$ cat src/rtl/usqt_pkg.sv
// Shared types, constants and helper functions of the UV sphere quad tessellator.
// Used by every module of the block; depends on nothing.
package usqt_pkg;

  localparam int MaxSlices      = 256;
  localparam int SliceW         = 9;
  localparam int CellW          = 8;
  localparam int FracBits       = 14;
  localparam int PosW           = 16;
  localparam int TexW           = 15;
  localparam int PhaseW         = 32;
  localparam int DivSteps       = 32;
  localparam int DivPerStage    = 8;
  localparam int DivStages      = DivSteps / DivPerStage;
  localparam int CordicSteps    = 20;
  localparam int CordicPerStage = 2;
  localparam int CordicStages   = CordicSteps / CordicPerStage;
  localparam int AngW           = 33;
  localparam int ProdW          = 2 * AngW;
  localparam int CfgIdxW        = 2;
  localparam int VtxCntW        = 3;
  localparam int InDataW        = 16;
  localparam int OutDataW       = 128;

  localparam logic [TexW-1:0]          TexOne      = TexW'(1 << FracBits);
  localparam logic [30:0]              HalfPiQ30   = 31'h6487ED51;
  localparam logic signed [AngW-1:0]   CordicStart = 33'sh26DD3B6A;
  localparam logic [VtxCntW-1:0]       LastVtx     = 3'd5;
  localparam logic [SliceW-1:0]        SliceReset  = 9'd16;

  typedef enum logic [CfgIdxW-1:0] {
    CFG_X_SLICES = 2'd0,
    CFG_Y_SLICES = 2'd1,
    CFG_INVERT   = 2'd2
  } cfg_idx_e;

  // One vertex request: corner indices, effective slice counts, flags.
  typedef struct packed {
    logic [SliceW-1:0] p;
    logic [SliceW-1:0] q;
    logic [SliceW-1:0] nx;
    logic [SliceW-1:0] ny;
    logic              neg;
    logic              last;
  } vreq_t;

  typedef struct packed {
    logic [TexW-1:0] tex_u;
    logic [TexW-1:0] tex_v;
    logic            neg;
    logic            last;
  } side_t;

  typedef struct packed {
    logic [PhaseW-1:0] pha;
    logic [PhaseW-1:0] phb;
    side_t             side;
  } phase_t;

  typedef struct packed {
    logic signed [AngW-1:0] sa;
    logic signed [AngW-1:0] ca;
    logic signed [AngW-1:0] sb;
    logic signed [AngW-1:0] cb;
    side_t                  side;
  } trig_t;

  function automatic logic signed [AngW-1:0] atan_q30(int k);
    case (k)
      0:       atan_q30 = 33'sh3243F6A8;
      1:       atan_q30 = 33'sh1DAC6705;
      2:       atan_q30 = 33'sh0FADBAFC;
      3:       atan_q30 = 33'sh07F56EA6;
      4:       atan_q30 = 33'sh03FEAB76;
      5:       atan_q30 = 33'sh01FFD55B;
      6:       atan_q30 = 33'sh00FFFAAA;
      7:       atan_q30 = 33'sh007FFF55;
      8:       atan_q30 = 33'sh003FFFEA;
      9:       atan_q30 = 33'sh001FFFFD;
      10:      atan_q30 = 33'sh000FFFFF;
      11:      atan_q30 = 33'sh0007FFFF;
      12:      atan_q30 = 33'sh0003FFFF;
      13:      atan_q30 = 33'sh0001FFFF;
      14:      atan_q30 = 33'sh0000FFFF;
      15:      atan_q30 = 33'sh00007FFF;
      16:      atan_q30 = 33'sh00003FFF;
      17:      atan_q30 = 33'sh00001FFF;
      18:      atan_q30 = 33'sh00000FFF;
      19:      atan_q30 = 33'sh000007FF;
      default: atan_q30 = '0;
    endcase
  endfunction

  // Corner code: bit 0 steps one longitude, bit 1 one latitude.
  function automatic logic [1:0] corner_code(logic neg, logic [VtxCntW-1:0] k);
    logic [1:0] c;
    c = 2'd0;
    if (!neg) begin
      case (k)
        3'd0:    c = 2'd0;
        3'd1:    c = 2'd2;
        3'd2:    c = 2'd1;
        3'd3:    c = 2'd2;
        3'd4:    c = 2'd3;
        3'd5:    c = 2'd1;
        default: c = 2'd0;
      endcase
    end else begin
      case (k)
        3'd0:    c = 2'd0;
        3'd1:    c = 2'd1;
        3'd2:    c = 2'd2;
        3'd3:    c = 2'd2;
        3'd4:    c = 2'd1;
        3'd5:    c = 2'd3;
        default: c = 2'd0;
      endcase
    end
    return c;
  endfunction

  // A count of zero acts as one, counts above the maximum act as the maximum.
  function automatic logic [SliceW-1:0] eff_slices(logic [SliceW-1:0] v);
    if (v == '0) begin
      return SliceW'(1);
    end else if (v > SliceW'(MaxSlices)) begin
      return SliceW'(MaxSlices);
    end
    return v;
  endfunction

endpackage

$ cat src/rtl/usqt_seq.sv
// Vertex sequencer: holds one cell and issues its six corner requests.
// Depends on usqt_pkg.
module usqt_seq (
  input  logic                     clk_i,
  input  logic                     rst_ni,
  input  logic                     en_i,
  input  logic                     cell_valid_i,
  output logic                     cell_ready_o,
  input  logic [usqt_pkg::CellW-1:0]  cell_lon_i,
  input  logic [usqt_pkg::CellW-1:0]  cell_lat_i,
  input  logic [usqt_pkg::SliceW-1:0] x_slices_i,
  input  logic [usqt_pkg::SliceW-1:0] y_slices_i,
  input  logic                     invert_i,
  output logic                     req_valid_o,
  output usqt_pkg::vreq_t          req_o
);
  import usqt_pkg::*;

  logic               busy_q;
  logic [VtxCntW-1:0] cnt_q;
  logic [CellW-1:0]   i_q, j_q;
  logic [SliceW-1:0]  nx_q, ny_q;
  logic               neg_q;
  logic [SliceW-1:0]  nx_d, ny_d;
  logic [CellW-1:0]   i_d, j_d;
  logic               accept;
  logic [1:0]         code;

  assign nx_d = eff_slices(x_slices_i);
  assign ny_d = eff_slices(y_slices_i);
  assign i_d  = ({1'b0, cell_lon_i} >= nx_d) ? CellW'(nx_d - SliceW'(1)) : cell_lon_i;
  assign j_d  = ({1'b0, cell_lat_i} >= ny_d) ? CellW'(ny_d - SliceW'(1)) : cell_lat_i;

  assign cell_ready_o = en_i && (!busy_q || cnt_q == LastVtx);
  assign accept       = cell_valid_i && cell_ready_o;

  always_ff @(posedge clk_i or negedge rst_ni) begin
    if (!rst_ni) begin
      busy_q <= 1'b0;
      cnt_q  <= '0;
    end else if (accept) begin
      busy_q <= 1'b1;
      cnt_q  <= '0;
    end else if (en_i && busy_q) begin
      if (cnt_q == LastVtx) begin
        busy_q <= 1'b0;
      end else begin
        cnt_q <= cnt_q + VtxCntW'(1);
      end
    end
  end

  always_ff @(posedge clk_i) begin
    if (accept) begin
      i_q   <= i_d;
      j_q   <= j_d;
      nx_q  <= nx_d;
      ny_q  <= ny_d;
      neg_q <= invert_i;
    end
  end

  assign code        = corner_code(neg_q, cnt_q);
  assign req_valid_o = busy_q;

  always_comb begin
    req_o.p    = {1'b0, i_q} + SliceW'(code[0]);
    req_o.q    = {1'b0, j_q} + SliceW'(code[1]);
    req_o.nx   = nx_q;
    req_o.ny   = ny_q;
    req_o.neg  = neg_q;
    req_o.last = (cnt_q == LastVtx);
  end

endmodule

$ cat config.mk
export PLATFORM = sky130hd
export DESIGN_NAME = usqt_seq
export DESIGN_NICKNAME = d
export VERILOG_FILES = /design/src/rtl/usqt_pkg.sv /design/src/rtl/usqt_seq.sv
export SDC_FILE = /design/constraint.sdc
export NUM_CORES = 1
export LEC_CHECK = 0
export BUFFER_PORTS_ARGS = -buffer_cell sky130_fd_sc_hd__buf_2
export CAP_MARGIN = 10
export CORE_UTILIZATION = 56
export DETAILED_ROUTE_END_ITERATION = 8
export GPL_ROUTABILITY_DRIVEN = 0
export PLACE_DENSITY = 0.85
export SKIP_CTS_REPAIR_TIMING = 1
export SLEW_MARGIN = 20
export SYNTH_ARGS = -nofsm -noshare
export SYNTH_HDL_FRONTEND = slang
export SYNTH_SLANG_ARGS = --single-unit
export TNS_END_PERCENT = 5
$ cat constraint.sdc
create_clock -name clk_i -period 7.3 [get_ports clk_i]
set_input_delay 0.365 -clock clk_i [delete_from_list [all_inputs] [get_ports clk_i]]
set_output_delay 0.365 -clock clk_i [all_outputs]
set_load 0.01 [all_outputs]
# == Word level (Yosys, flattened, before mapping) ==
# Cells that the tools add are included.
# classes
magnitude_cmp,4
addsub,5
reduce_logical,15
muxes,21
n_eq_ne,6
# op_table
op,n
$mux W9,6
$add A8 B1 Y9,2
$ge A8 B9 Y1,2
$gt A9 B9 Y1 const B,2
$logic_not A9 Y1,2
$mux W8,2
$sub A8 B1 Y8 const B,2
$pmux W2 S3,2
$mux W3,3
$reduce_or A2 Y1,4
$mux W1,7
$eq A3 B2 Y1 const B,2
$eq A3 B3 Y1 const B,2
$reduce_and A2 Y1,2
$reduce_bool A2 Y1,2
$add A3 B1 Y3 const B,1
$eq A3 B1 Y1 const B,1
$logic_and A1 B1 Y1,3
$mux W2,1
$ne A2 B1 Y1 const B,1
$logic_not A1 Y1,1
$logic_or A1 B1 Y1,1
# word_totals
elab_cells,58
register_bits,39
out_inout_bits,40
inputBits,39

# == Longest topological paths before layout ==
# depth
word_depth,6
ltp_mapped,13
ltp_nobuf,12

# == Worst setup path after synthesis ==
# Ideal clock, no wire load.
# synth_path
kind,in2reg
start,input y_slices_i[3] (netlist name)
end,"register j_q[2], data pin"
setup_ns,0.262
n_path_buf,1
path_slack_ns,4.183
stages,13
required_time_ns,7.038
arrival_ns,2.855
cell_sequence,or4_1 nor3_1 ha_1 buf_4 nor2b_1 a21oi_1 inv_1 ha_1 nand4_1 o21ai_1 a21oi_1 o22ai_4 mux2_1
# synth_via
elab_chain_cells,6
word_cells_on_any_way,9
classes_between,add/sub: 1; order compare: 2; mux: 5; reduce/logical: 1
# synth_rtl
element,line,source
start: declaration,usqt_seq.sv:12,"input logic [usqt_pkg::SliceW-1:0] y_slices_i,"
$gt A9 B9 Y1,usqt_pkg.sv:126,end else if (v > SliceW'(MaxSlices)) begin
$mux W1,usqt_pkg.sv:126,
$mux W1,usqt_pkg.sv:124,if (v == '0) begin
$mux W9 (*),usqt_pkg.sv:129,return v;
named net ny_d[0],usqt_seq.sv:24,"logic [SliceW-1:0] nx_d, ny_d;"
$sub A8 B1 Y8 / $ge A8 B9 Y1 (equally long branches),usqt_seq.sv:32,"assign j_d = ({1'b0, cell_lat_i} >= ny_d) ? CellW'(ny_d - SliceW'(1)) : cell_lat_i;"
$mux W8 (*),usqt_seq.sv:32,
named net j_d[2],usqt_seq.sv:25,"logic [CellW-1:0] i_d, j_d;"
end signal: assignment,usqt_seq.sv:56,j_q <= j_d;
end: declaration,usqt_seq.sv:21,"logic [CellW-1:0] i_q, j_q;"
# Mark *: on every way through the listed nets, which the timed path passes. The rest lies on a longest branch.
# A chain may end at the register's enable or synchronous reset.

# == Worst setup path after layout ==
# layout_path
start,input y_slices_i[3] (netlist name)
end,"register j_q[7], data pin"
# Same word-level chain as after synthesis.

==> metrics.yaml <==
outcome: "complete, no violations"
path_cells: "buf_2, or4_1, nor3_1, ha_1, nor2b_1, a21oi_1, inv_1, ha_1, nand4_1, o21ai_1, a21oi_1, o22ai_4, mux2_1"
ff2ff_path_depth: 6
max-slew-margin-rel: 0.632
min_period_ns: 3.24
sw_frac_of_total: 0.326
clkTransAtPathRegs_ns: 0.07
cts.sinks: 39
fp.dieH_um: 71.5
syn-num-nets: 313
setup_viol: 0
arrival_ns: 3.28
min_period_over_period: 0.444
ys_seq_area_frac: 0.426
cts_htree_levels: 2
dpl.hpwl_um: 4270
slowest_stage: "or4_1"
clock_power_share: 0.242
start_util: 0.600
cts_tree: "built"
p_leak_nw: 1.53
fin_area_um2: 3260
critPathLaunchType: "input port"
end_kind: "flop"
drive_above_1_share: 0.339
cts_buffers: 5
ioPinCount: 79
slew_viol_final: 0
critPathMaxStageDelay_ns: 0.50
grt_pass1_vias: 2036
power_uw: 729
worstSetupPathType: "in -> reg"
skew_ns: 0.00547
drt_iter0_drc: 62
cts-root-buf: "clkbuf_8"
tns_ns: 0
grt_usage: 0.229
grt_max_degree: 36
pre_cts_ws_ns: 3.78
worstReg2RegEnd: "ny_q[4]"
drc: 0
placed_area_um2: 3140
dr.max_layer_used: "met4"
nNetsFinal: 397
netlist_area_um2: 2700
io_buffers: 78
syn2layout_area_growth_pct: 20.6
intPower_uw: 491
die_w_um: 71.5
ir_drop_mv: 0.117
power.density_nw_per_um2: 223
synth_seq_cells: 39
coreArea_um2: 4500
rsz0062_at_grt: "false"
routed_wl_um: 5470
yosys_warnings: 0
vias_per_cell: 5.36
die_area_um2: 5110
fmax_ghz: 0.308
pwr-share-comb: 0.349
wl_per_cell_um: 14.3
pwr-share-seq: 0.409
hp-class: "in -> reg"
reg2reg_from: "cnt_q[1]"
dr.pass1.iters: 4
hold_end: "neg_q"
met2_wirelength_um: 2760
fin_ws_ns: 4.06
critical_path_required_ns: 7.33
grt_overflow_total: 0
synth.distinct_cells: 42
avgSynthCellArea_um2: 11.0
drt-met1-wl_um: 2370
p_switching_uw: 238
layout_commonest_cell: "buf_2"
antenna_cells: 0
min_delay_path_depth: 1
crit_fanout: 9
antenna_found_initial: 0
clk_path_buf_depth: 2
synthCells: 245
rrSetupSlack_ns: 5.42
maxCapViolCount: 0
worst_slew_pin_slew_ns: 0.552
insertion_delay_ns: 0.30
grt_pass1_wl_um: 9090
ant_nets: 0
hold_start: "invert_i"
hold_viol_final: 0
rows: 24
layout_common_cells: "buf_2 (78), edfxtp_1 (35), ha_1 (29), inv_1 (25), nand2_1 (20)"
vias: 2047
routed-wl-met3_um: 226
[logic make-up (layout without fill, tap and decap cells)]
family                     after synthesis  count (layout)  share of synthesized area
AOI/OAI and AO/OA                       32              32                     0.0925
DFF                                     39              39                      0.426
adders and majority gates               29              29                      0.134
muxes                                   16              16                     0.0731
and+or+nand+nor                         75              75                      0.149
buffers and inverters                   30             115                     0.0477
xor gates and xnor gates                24              24                     0.0777
[layer usage]
metal  track usage  vias to the layer above
met1         0.275                      940
li1              -                     1037
met3        0.0450                       12
met4        0.0871                        0
met5             0                        -
met2         0.408                       58
[how the worst max path moves through the flow]
stage | start | end | cells past startpoint
after global routing | y_slices_i[3] | j_q[5] | 13
final | y_slices_i[3] | j_q[7] | 13
after CTS | y_slices_i[3] | j_q[5] | 13
after floorplan | y_slices_i[3] | j_q[2] | 13
after detailed placement | y_slices_i[3] | j_q[5] | 13
after global placement | y_slices_i[3] | j_q[7] | 13
[power by group through the flow]
stage          combinational, mW  clock, mW  sequential (mW)
2_1_floorplan              0.166          0            0.306
3_3_place_gp               0.244          0            0.302
3_5_place_dp               0.253          0            0.303
4_1_cts                    0.255      0.180            0.299
5_1_grt                    0.287      0.188            0.302
6_report                   0.254      0.176            0.298
[area by class of cell]
class / count / area, um2
clock buffers: 5 / 68.8
multi-input cells: 176 / 1430
flip-flops and latches: 39 / 1150
clock inverters: 3 / 38.8
repair buffers: 80 / 408
fillers: 315 / 1240
well taps: 52 / 65.1
inverters: 27 / 103
[sequential cells by signal (all words and copies together) (netlist names)]
signal       cells
cnt_q            3
i_q              8
j_q              8
neg_q            1
nx_q             9
ny_q             9
req_valid_o      1
[Yosys cell counts (all sizes together)]
library cell / count / share of area
a21oi: 12 / 0.036
mux2i: 4 / 0.015
and2: 1 / 0.0023
or3: 3 / 0.011
xor2: 7 / 0.023
dfrtp: 4 / 0.037
nand2b: 3 / 0.0069
or4: 1 / 0.0028
a2bb2oi: 1 / 0.0032
nor3: 3 / 0.0056
nand2: 25 / 0.039
a21o: 2 / 0.0056
nor4: 1 / 0.0023
a32o: 2 / 0.0074
edfxtp: 35 / 0.39
nand4: 5 / 0.012
and3: 7 / 0.016
mux2: 12 / 0.058
a221oi: 1 / 0.0056
nor2: 8 / 0.011
inv: 26 / 0.036
nand3: 11 / 0.020
o22ai: 1 / 0.0074
clkinvlp: 1 / 0.0018
nor2b: 7 / 0.020
buf: 3 / 0.0097
o21ai: 12 / 0.024
o32a: 1 / 0.0037
xnor2: 17 / 0.055
ha: 29 / 0.13
[worst max-delay path: cells and delay by family]
kind	cells	cell delay (ns)
simple gates	4	0.89
buf+inv	2	0.21
compound gates	4	0.78
mux	1	0.38
fa+ha+maj	2	0.64
[through the flow]
stage                      util  cells  hold WS [ns]
after floorplan               -    245        0.0694
after global placement    0.698    373         0.177
after detailed placement  0.698    373         0.183
after CTS                 0.722    381        -0.139
after global routing      0.724    382         0.246
final                     0.724    382         0.251
(Power assumes the default switching activity.)
