$ cat src/rtl/usqt_pkg.sv
// Shared types, constants and helper functions of the UV sphere quad tessellator.
// Used by every module of the block; depends on nothing.
package usqt_pkg;

  localparam int MaxSlices      = 256;
  localparam int SliceW         = 9;
  localparam int CellW          = 8;
  localparam int FracBits       = 14;
  localparam int PosW           = 16;
  localparam int TexW           = 15;
  localparam int PhaseW         = 32;
  localparam int DivSteps       = 32;
  localparam int DivPerStage    = 8;
  localparam int DivStages      = DivSteps / DivPerStage;
  localparam int CordicSteps    = 20;
  localparam int CordicPerStage = 2;
  localparam int CordicStages   = CordicSteps / CordicPerStage;
  localparam int AngW           = 33;
  localparam int ProdW          = 2 * AngW;
  localparam int CfgIdxW        = 2;
  localparam int VtxCntW        = 3;
  localparam int InDataW        = 16;
  localparam int OutDataW       = 128;

  localparam logic [TexW-1:0]          TexOne      = TexW'(1 << FracBits);
  localparam logic [30:0]              HalfPiQ30   = 31'h6487ED51;
  localparam logic signed [AngW-1:0]   CordicStart = 33'sh26DD3B6A;
  localparam logic [VtxCntW-1:0]       LastVtx     = 3'd5;
  localparam logic [SliceW-1:0]        SliceReset  = 9'd16;

  typedef enum logic [CfgIdxW-1:0] {
    CFG_X_SLICES = 2'd0,
    CFG_Y_SLICES = 2'd1,
    CFG_INVERT   = 2'd2
  } cfg_idx_e;

  // One vertex request: corner indices, effective slice counts, flags.
  typedef struct packed {
    logic [SliceW-1:0] p;
    logic [SliceW-1:0] q;
    logic [SliceW-1:0] nx;
    logic [SliceW-1:0] ny;
    logic              neg;
    logic              last;
  } vreq_t;

  typedef struct packed {
    logic [TexW-1:0] tex_u;
    logic [TexW-1:0] tex_v;
    logic            neg;
    logic            last;
  } side_t;

  typedef struct packed {
    logic [PhaseW-1:0] pha;
    logic [PhaseW-1:0] phb;
    side_t             side;
  } phase_t;

  typedef struct packed {
    logic signed [AngW-1:0] sa;
    logic signed [AngW-1:0] ca;
    logic signed [AngW-1:0] sb;
    logic signed [AngW-1:0] cb;
    side_t                  side;
  } trig_t;

  function automatic logic signed [AngW-1:0] atan_q30(int k);
    case (k)
      0:       atan_q30 = 33'sh3243F6A8;
      1:       atan_q30 = 33'sh1DAC6705;
      2:       atan_q30 = 33'sh0FADBAFC;
      3:       atan_q30 = 33'sh07F56EA6;
      4:       atan_q30 = 33'sh03FEAB76;
      5:       atan_q30 = 33'sh01FFD55B;
      6:       atan_q30 = 33'sh00FFFAAA;
      7:       atan_q30 = 33'sh007FFF55;
      8:       atan_q30 = 33'sh003FFFEA;
      9:       atan_q30 = 33'sh001FFFFD;
      10:      atan_q30 = 33'sh000FFFFF;
      11:      atan_q30 = 33'sh0007FFFF;
      12:      atan_q30 = 33'sh0003FFFF;
      13:      atan_q30 = 33'sh0001FFFF;
      14:      atan_q30 = 33'sh0000FFFF;
      15:      atan_q30 = 33'sh00007FFF;
      16:      atan_q30 = 33'sh00003FFF;
      17:      atan_q30 = 33'sh00001FFF;
      18:      atan_q30 = 33'sh00000FFF;
      19:      atan_q30 = 33'sh000007FF;
      default: atan_q30 = '0;
    endcase
  endfunction

  // Corner code: bit 0 steps one longitude, bit 1 one latitude.
  function automatic logic [1:0] corner_code(logic neg, logic [VtxCntW-1:0] k);
    logic [1:0] c;
    c = 2'd0;
    if (!neg) begin
      case (k)
        3'd0:    c = 2'd0;
        3'd1:    c = 2'd2;
        3'd2:    c = 2'd1;
        3'd3:    c = 2'd2;
        3'd4:    c = 2'd3;
        3'd5:    c = 2'd1;
        default: c = 2'd0;
      endcase
    end else begin
      case (k)
        3'd0:    c = 2'd0;
        3'd1:    c = 2'd1;
        3'd2:    c = 2'd2;
        3'd3:    c = 2'd2;
        3'd4:    c = 2'd1;
        3'd5:    c = 2'd3;
        default: c = 2'd0;
      endcase
    end
    return c;
  endfunction

  // A count of zero acts as one, counts above the maximum act as the maximum.
  function automatic logic [SliceW-1:0] eff_slices(logic [SliceW-1:0] v);
    if (v == '0) begin
      return SliceW'(1);
    end else if (v > SliceW'(MaxSlices)) begin
      return SliceW'(MaxSlices);
    end
    return v;
  endfunction

endpackage

$ cat src/rtl/usqt_div.sv
// Pipelined radix-2 divider: turns corner indices into angle phases and
// rounded texture coordinates, eight quotient bits per stage. Depends on usqt_pkg.
module usqt_div (
  input  logic              clk_i,
  input  logic              rst_ni,
  input  logic              en_i,
  input  logic              req_valid_i,
  input  usqt_pkg::vreq_t   req_i,
  output logic              ph_valid_o,
  output usqt_pkg::phase_t  ph_o
);
  import usqt_pkg::*;

  typedef struct packed {
    logic [SliceW-1:0] rem_a;
    logic [SliceW-1:0] rem_b;
    logic [PhaseW:0]   qa;
    logic [PhaseW:0]   qb;
    logic [SliceW-1:0] nx;
    logic [SliceW-1:0] ny;
    logic [TexW-1:0]   tex_u;
    logic [TexW-1:0]   tex_v;
    logic              neg;
    logic              last;
  } dstate_t;

  // One restoring step on both lanes. After the fourteenth step the quotient
  // is the texture coordinate before rounding; the remainder decides rounding.
  function automatic dstate_t div_step(dstate_t d, int k);
    dstate_t         r;
    logic [SliceW:0] ra, rb;
    logic            rnd_a, rnd_b;
    r  = d;
    ra = {d.rem_a, 1'b0};
    rb = {d.rem_b, 1'b0};
    if (ra >= {1'b0, d.nx}) begin
      r.rem_a = SliceW'(ra - {1'b0, d.nx});
      r.qa    = {d.qa[PhaseW-1:0], 1'b1};
    end else begin
      r.rem_a = ra[SliceW-1:0];
      r.qa    = {d.qa[PhaseW-1:0], 1'b0};
    end
    if (rb >= {1'b0, d.ny}) begin
      r.rem_b = SliceW'(rb - {1'b0, d.ny});
      r.qb    = {d.qb[PhaseW-1:0], 1'b1};
    end else begin
      r.rem_b = rb[SliceW-1:0];
      r.qb    = {d.qb[PhaseW-1:0], 1'b0};
    end
    if (k == FracBits - 1) begin
      rnd_a   = (({1'b0, r.rem_a} + {2'b0, d.nx[SliceW-1:1]}) >= {1'b0, d.nx});
      rnd_b   = (({1'b0, r.rem_b} + {2'b0, d.ny[SliceW-1:1]}) >= {1'b0, d.ny});
      r.tex_u = r.qa[TexW-1:0] + TexW'(rnd_a);
      r.tex_v = TexOne - (r.qb[TexW-1:0] + TexW'(rnd_b));
    end
    return r;
  endfunction

  dstate_t                init_d;
  dstate_t                st_q [DivStages];
  logic [DivStages-1:0]   vld_q;
  logic                   a_int, b_int;

  // Index = slice count: integer bit set, remainder zero; whole turn, half on latitude.
  assign a_int = (req_i.p == req_i.nx);
  assign b_int = (req_i.q == req_i.ny);

  always_comb begin
    init_d       = '0;
    init_d.rem_a = a_int ? '0 : req_i.p;
    init_d.rem_b = b_int ? '0 : req_i.q;
    init_d.qa    = {{PhaseW{1'b0}}, a_int};
    init_d.qb    = {{PhaseW{1'b0}}, b_int};
    init_d.nx    = req_i.nx;
    init_d.ny    = req_i.ny;
    init_d.neg   = req_i.neg;
    init_d.last  = req_i.last;
  end

  for (genvar s = 0; s < DivStages; s++) begin : g_stage
    dstate_t cur, nxt;
    logic    vin;
    if (s == 0) begin : g_first
      assign cur = init_d;
      assign vin = req_valid_i;
    end else begin : g_next
      assign cur = st_q[s-1];
      assign vin = vld_q[s-1];
    end

    always_comb begin
      nxt = cur;
      for (int t = 0; t < DivPerStage; t++) begin
        nxt = div_step(nxt, s * DivPerStage + t);
      end
    end

    always_ff @(posedge clk_i or negedge rst_ni) begin
      if (!rst_ni) begin
        vld_q[s] <= 1'b0;
      end else if (en_i) begin
        vld_q[s] <= vin;
      end
    end

    always_ff @(posedge clk_i) begin
      if (en_i) begin
        st_q[s] <= nxt;
      end
    end
  end

  assign ph_valid_o = vld_q[DivStages-1];

  always_comb begin
    ph_o.pha        = st_q[DivStages-1].qa[PhaseW-1:0];
    ph_o.phb        = st_q[DivStages-1].qb[PhaseW:1];
    ph_o.side.tex_u = st_q[DivStages-1].tex_u;
    ph_o.side.tex_v = st_q[DivStages-1].tex_v;
    ph_o.side.neg   = st_q[DivStages-1].neg;
    ph_o.side.last  = st_q[DivStages-1].last;
  end

endmodule

$ cat config.mk
export PLATFORM = sky130hd
export DESIGN_NAME = usqt_div
export DESIGN_NICKNAME = d
export VERILOG_FILES = /design/src/rtl/usqt_pkg.sv /design/src/rtl/usqt_div.sv
export SDC_FILE = /design/constraint.sdc
export NUM_CORES = 2
export LEC_CHECK = 0
export BUFFER_PORTS_ARGS = -buffer_cell sky130_fd_sc_hd__buf_2
export CAP_MARGIN = 5
export CORE_UTILIZATION = 24
export CTS_BUF_LIST = sky130_fd_sc_hd__clkbuf_4 sky130_fd_sc_hd__clkbuf_8
export DETAILED_ROUTE_END_ITERATION = 12
export SLEW_MARGIN = 30
export SYNTH_ARGS = -nofsm -noshare
export SYNTH_HDL_FRONTEND = slang
export SYNTH_SLANG_ARGS = --single-unit
$ cat constraint.sdc
create_clock -name clk_i -period 22 [get_ports clk_i]
set_clock_uncertainty 0.1 [all_clocks]
set_input_delay 6.6 -clock clk_i [delete_from_list [all_inputs] [get_ports clk_i]]
set_output_delay 6.6 -clock clk_i [all_outputs]
set_load 0.005 [all_outputs]
Yosys cells after proc, flatten, opt, wreduce, memory -nomap -nowiden. Memories as Yosys holds them, arrays and structs flattened. Cells that the tools add are included.

Add/subtract/negate cells: 69. Magnitude comparators: 66. Equality and inequality tests: 2. Muxes and demuxes: 132.

Operators with widths (count): >= comparator 10 x 9 -> 1 bit (66); two-way mux 9 bit (66); subtractor 9 bit (64); two-way mux 1 bit (66); adder 15 x 1 -> 15 bit (2); adder 9 x 8 -> 10 bit (2); equality test 9 bit (2); subtractor 15 bit, first input constant (1).

Flip-flop bits (word level): 4. Memory bits (writable): 536. Input bits: 42. Output and inout bits: 97. Word-level logic and storage cells: 274. Memories kept: 1.

Memories: st_q (words 4, bits a word 134, read ports 4, clocked after Yosys merged registers in 0, wr ports 4, line usqt_div.sv:60) `dstate_t st_q [DivStages];`.

Longest topological paths before layout.
Depth after elaboration: 18. Depth in mapped cells: 99. Gate-level depth less buffers: 91.

Least setup slack after synthesis. No wires, ideal clock.

Path kind: input port to flip-flop. From: in req_i[37] in the netlist's numbering. To: mem st_q[0][127] in the netlist's numbering, data pin. Setup time: 0.260 ns. Arrival: 24.005 ns. Required time: 21.640 ns. Setup slack: -2.365 ns. Stages: 88. Path buffers: 10. Path through: buf_6 > xor2_1 > nor4_2 > nand4_2 > clkbuf_1 > and2_1 > ha_1 > buf_2 > a211oi_2 > nor2_1 > a211o_1 > a221oi_4 > mux2_2 > ha_1 > o21a_1 > o31a_1 > a221o_1 > a31oi_2 > [52 not listed] > a21oi_1 > o311ai_0 > mux2_4 > buf_6 > and2_1 > ha_1 > nor2_1 > nor2_1 > o21a_1 > o21a_1 > o21a_1 > o21a_1 > o21ai_0 > nand2b_1 > a21oi_1 > and2_1 > buf_4 > mux2_2.

RTL lines: start, declared (line usqt_div.sv:8) `input usqt_pkg::vreq_t req_i,`; end, declared (line usqt_div.sv:60).

==> results.json <==
{
  "status": "completed",
  "synth-edff-count": 370,
  "synth_cells": 4470,
  "synth-seq-area-share_pct": 27.29,
  "max_cap_viol_count": 0,
  "synth_nets": 5082,
  "die-area_um2": 172900,
  "grt_remaining_overflow": 0,
  "cp_common_cell": "a21o_1",
  "arrival_ps": 22180,
  "start_kind": "input pin",
  "place_inst": 7253,
  "antenna_left": 0,
  "drt-total-wl_mm": 119.0,
  "slew_violations": 0,
  "worstPathRequired_ps": 22390,
  "cts_hold_buf": 0,
  "die_x_um": 415.8,
  "nNetsFinal": 5797,
  "htree_levels": 3,
  "stdcell_area_um2": 51500,
  "grt_pass1_vias": 35410,
  "fmax_mhz": 45.90,
  "ys_types": 111,
  "vias": 36220,
  "rows": 151,
  "cts_tree": "yes",
  "io_pins": 139,
  "r2r_slack_ps": 1540,
  "drc": 0,
  "start_util_pct": 24.22,
  "synth_largest_area_cell": "edfxtp_1",
  "end_kind": "register",
  "criticalPathCategory": "input pin to register",
  "timing.hold.ws_ps": 293.2,
  "first_pass_iters": 9,
  "min_period_ps": 21790,
  "drtIter0Drc": 2056,
  "grt_pass1_wl_mm": 186.1,
  "cpMaxStageDelayCell": "a2111oi_4",
  "antenna_found_initial": 2,
  "synth-async-reset-ratio_pct": 1.070,
  "core_um2": 169700,
  "root_buffer": "clkbuf_8",
  "hold_path_class": "register to register",
  "cts_max_path_buffers": 3,
  "avgSynthCellArea_um2": 9.192,
  "portBuffers": 138,
  "die_h_um": 415.8,
  "grt_max_degree": 104,
  "syn-cell-area_um2": 41090,
  "cts.sinks": 374,
  "area.growth.synth_to_final_pct": 25.34,
  "worstMarginPinSlew_ps": 916.2,
  "clk_latency_ps": 800,
  "placed_area_um2": 48530,
  "setup_viol_count_final": 0,
  "rsz0062_at_grt": "true",
  "avgRoutedWirePerCell_um": 15.95,
  "yosysWarnings": 0,
  "netlist.area_leader.share_pct": 27.04,
  "grt_usage_pct": 13.21,
  "cts_buffers": 73,
  "cts.clk_slew.worst_paths_ps": 90,
  "finalCritPeriodShare_pct": 99.03,
  "place_hpwl_mm": 91.67,
  "synth_area_leaders": "edfxtp_1 (27%), ha_1 (17%), mux2_2 (5.6%)",
  "crit_path_max_fanout": 8,
  "maxSlewHeadroom_pct": 37.17,
  "vias_per_cell": 4.854,
  "hold_viol_final": 0,
  "gp_congestion": 0.8885,
  "cpPeakStageDelay_ps": 370,
  "pre_cts_ws_ps": -1302,
  "instances_no_fill": 7462,
  "synth_seq_cells": 374,
  "fin_ws_ps": 214.4,
  "synth_flop_cell": "edfxtp_1",
  "drive_gt1_share_pct": 25.45
}
==> path summary, 6_finish.rpt <==
kind	start	to	cells after the start
setup reg to reg	st_q[0][33]	st_q[1][124]	80
setup / recovery	req_i[15]	st_q[0][129]	84
hold / removal	st_q[2][57]	st_q[3][65]	0
max in group asynchronous	rst_ni	g_stage[3].vin	1
min in group asynchronous	rst_ni	g_stage[2].vin	1
hold reg to reg	st_q[2][57]	st_q[3][65]	0
==> final cells by class <==
class,count,area (um^2)
Sequential cell,374,11210
Antenna cell,2,5.005
Timing Repair Buffer,723,5205
Clock buffer,95,1176
Multi-Input combinational cell,3730,29640
Inverter,283,1085
Clock inverter,37,404.1
Tap cell,2218,2775
Fill cell,17680,118200
==> routing by layer <==
metal,share of wire [%],up-vias,track usage [%]
li1,-,18060,-
met1,45,17290,16.74
met2,48,666,22.68
met3,3.6,201,1.494
met4,3.2,0,5.297
met5,0,-,0
==> synth_stat cells, types with 106 or more instances <==
cell and count:
inv_1 258, nor3_1 111, o21a_1 106, a21oi_1 312
edfxtp_1 370, ha_1 560, xnor2_1 197, mux2_2 203
xor2_1 175, o21ai_0 222, a21o_1 241, nor2_1 407
nand2_1 224
==> cell families after synthesis <==
logic type | synth area share (%)
xor+xnor | 7.930
mux | 7.732
flops | 27.29
fa+ha+maj | 17.54
simple gates | 14.36
buf+inv | 3.551
compound gates | 21.60
==> what timing repair did <==
action	4_1_cts	5_1_grt
endpoints found under the setup margin	10	25
setup buffers	19	57
gates resized for setup	25	140
pin swaps	37	115
cloned	0	1
==> sequential cells by signal (all words and copies together), names as in the netlist <==
| register | count |
|---|---|
| st_q | 370 |
| g_stage.vin | 3 |
| ph_valid_o | 1 |
==> per-stage QoR <==
stage / TNS (ps) / utilization (%)
6_report: 0 / 30.35
5_1_grt: -11380 / 30.35
4_1_cts: 0 / 29.68
3_5_place_dp: -19900 / 28.60
3_3_place_gp: -13480 / 28.60
2_1_floorplan: -10590 / -
==> critical path, delay by kind of cell <==
family	cells	cell delay (ps)
compound gates	47	8100
fa+ha+maj	8	2030
mux	6	1800
xor+xnor	1	150
simple gates	16	2750
buf+inv	6	750
==> cell usage in the layout, fill, tap and decap left out, types with 174 or more instances in the layout <==
cell | netlist | final
buf_4 | 5 | 565
ha_1 | 560 | 518
nor2_1 | 407 | 396
edfxtp_1 | 370 | 370
a21oi_1 | 312 | 286
inv_1 | 258 | 253
a21o_1 | 241 | 241
nand2_1 | 224 | 218
o21ai_0 | 222 | 201
xnor2_1 | 197 | 196
mux2_2 | 203 | 186
xor2_1 | 175 | 174
Power is left out: the tool's default activity adds up to more than one toggle a clock period on the data nets, which glitch-free logic cannot reach.
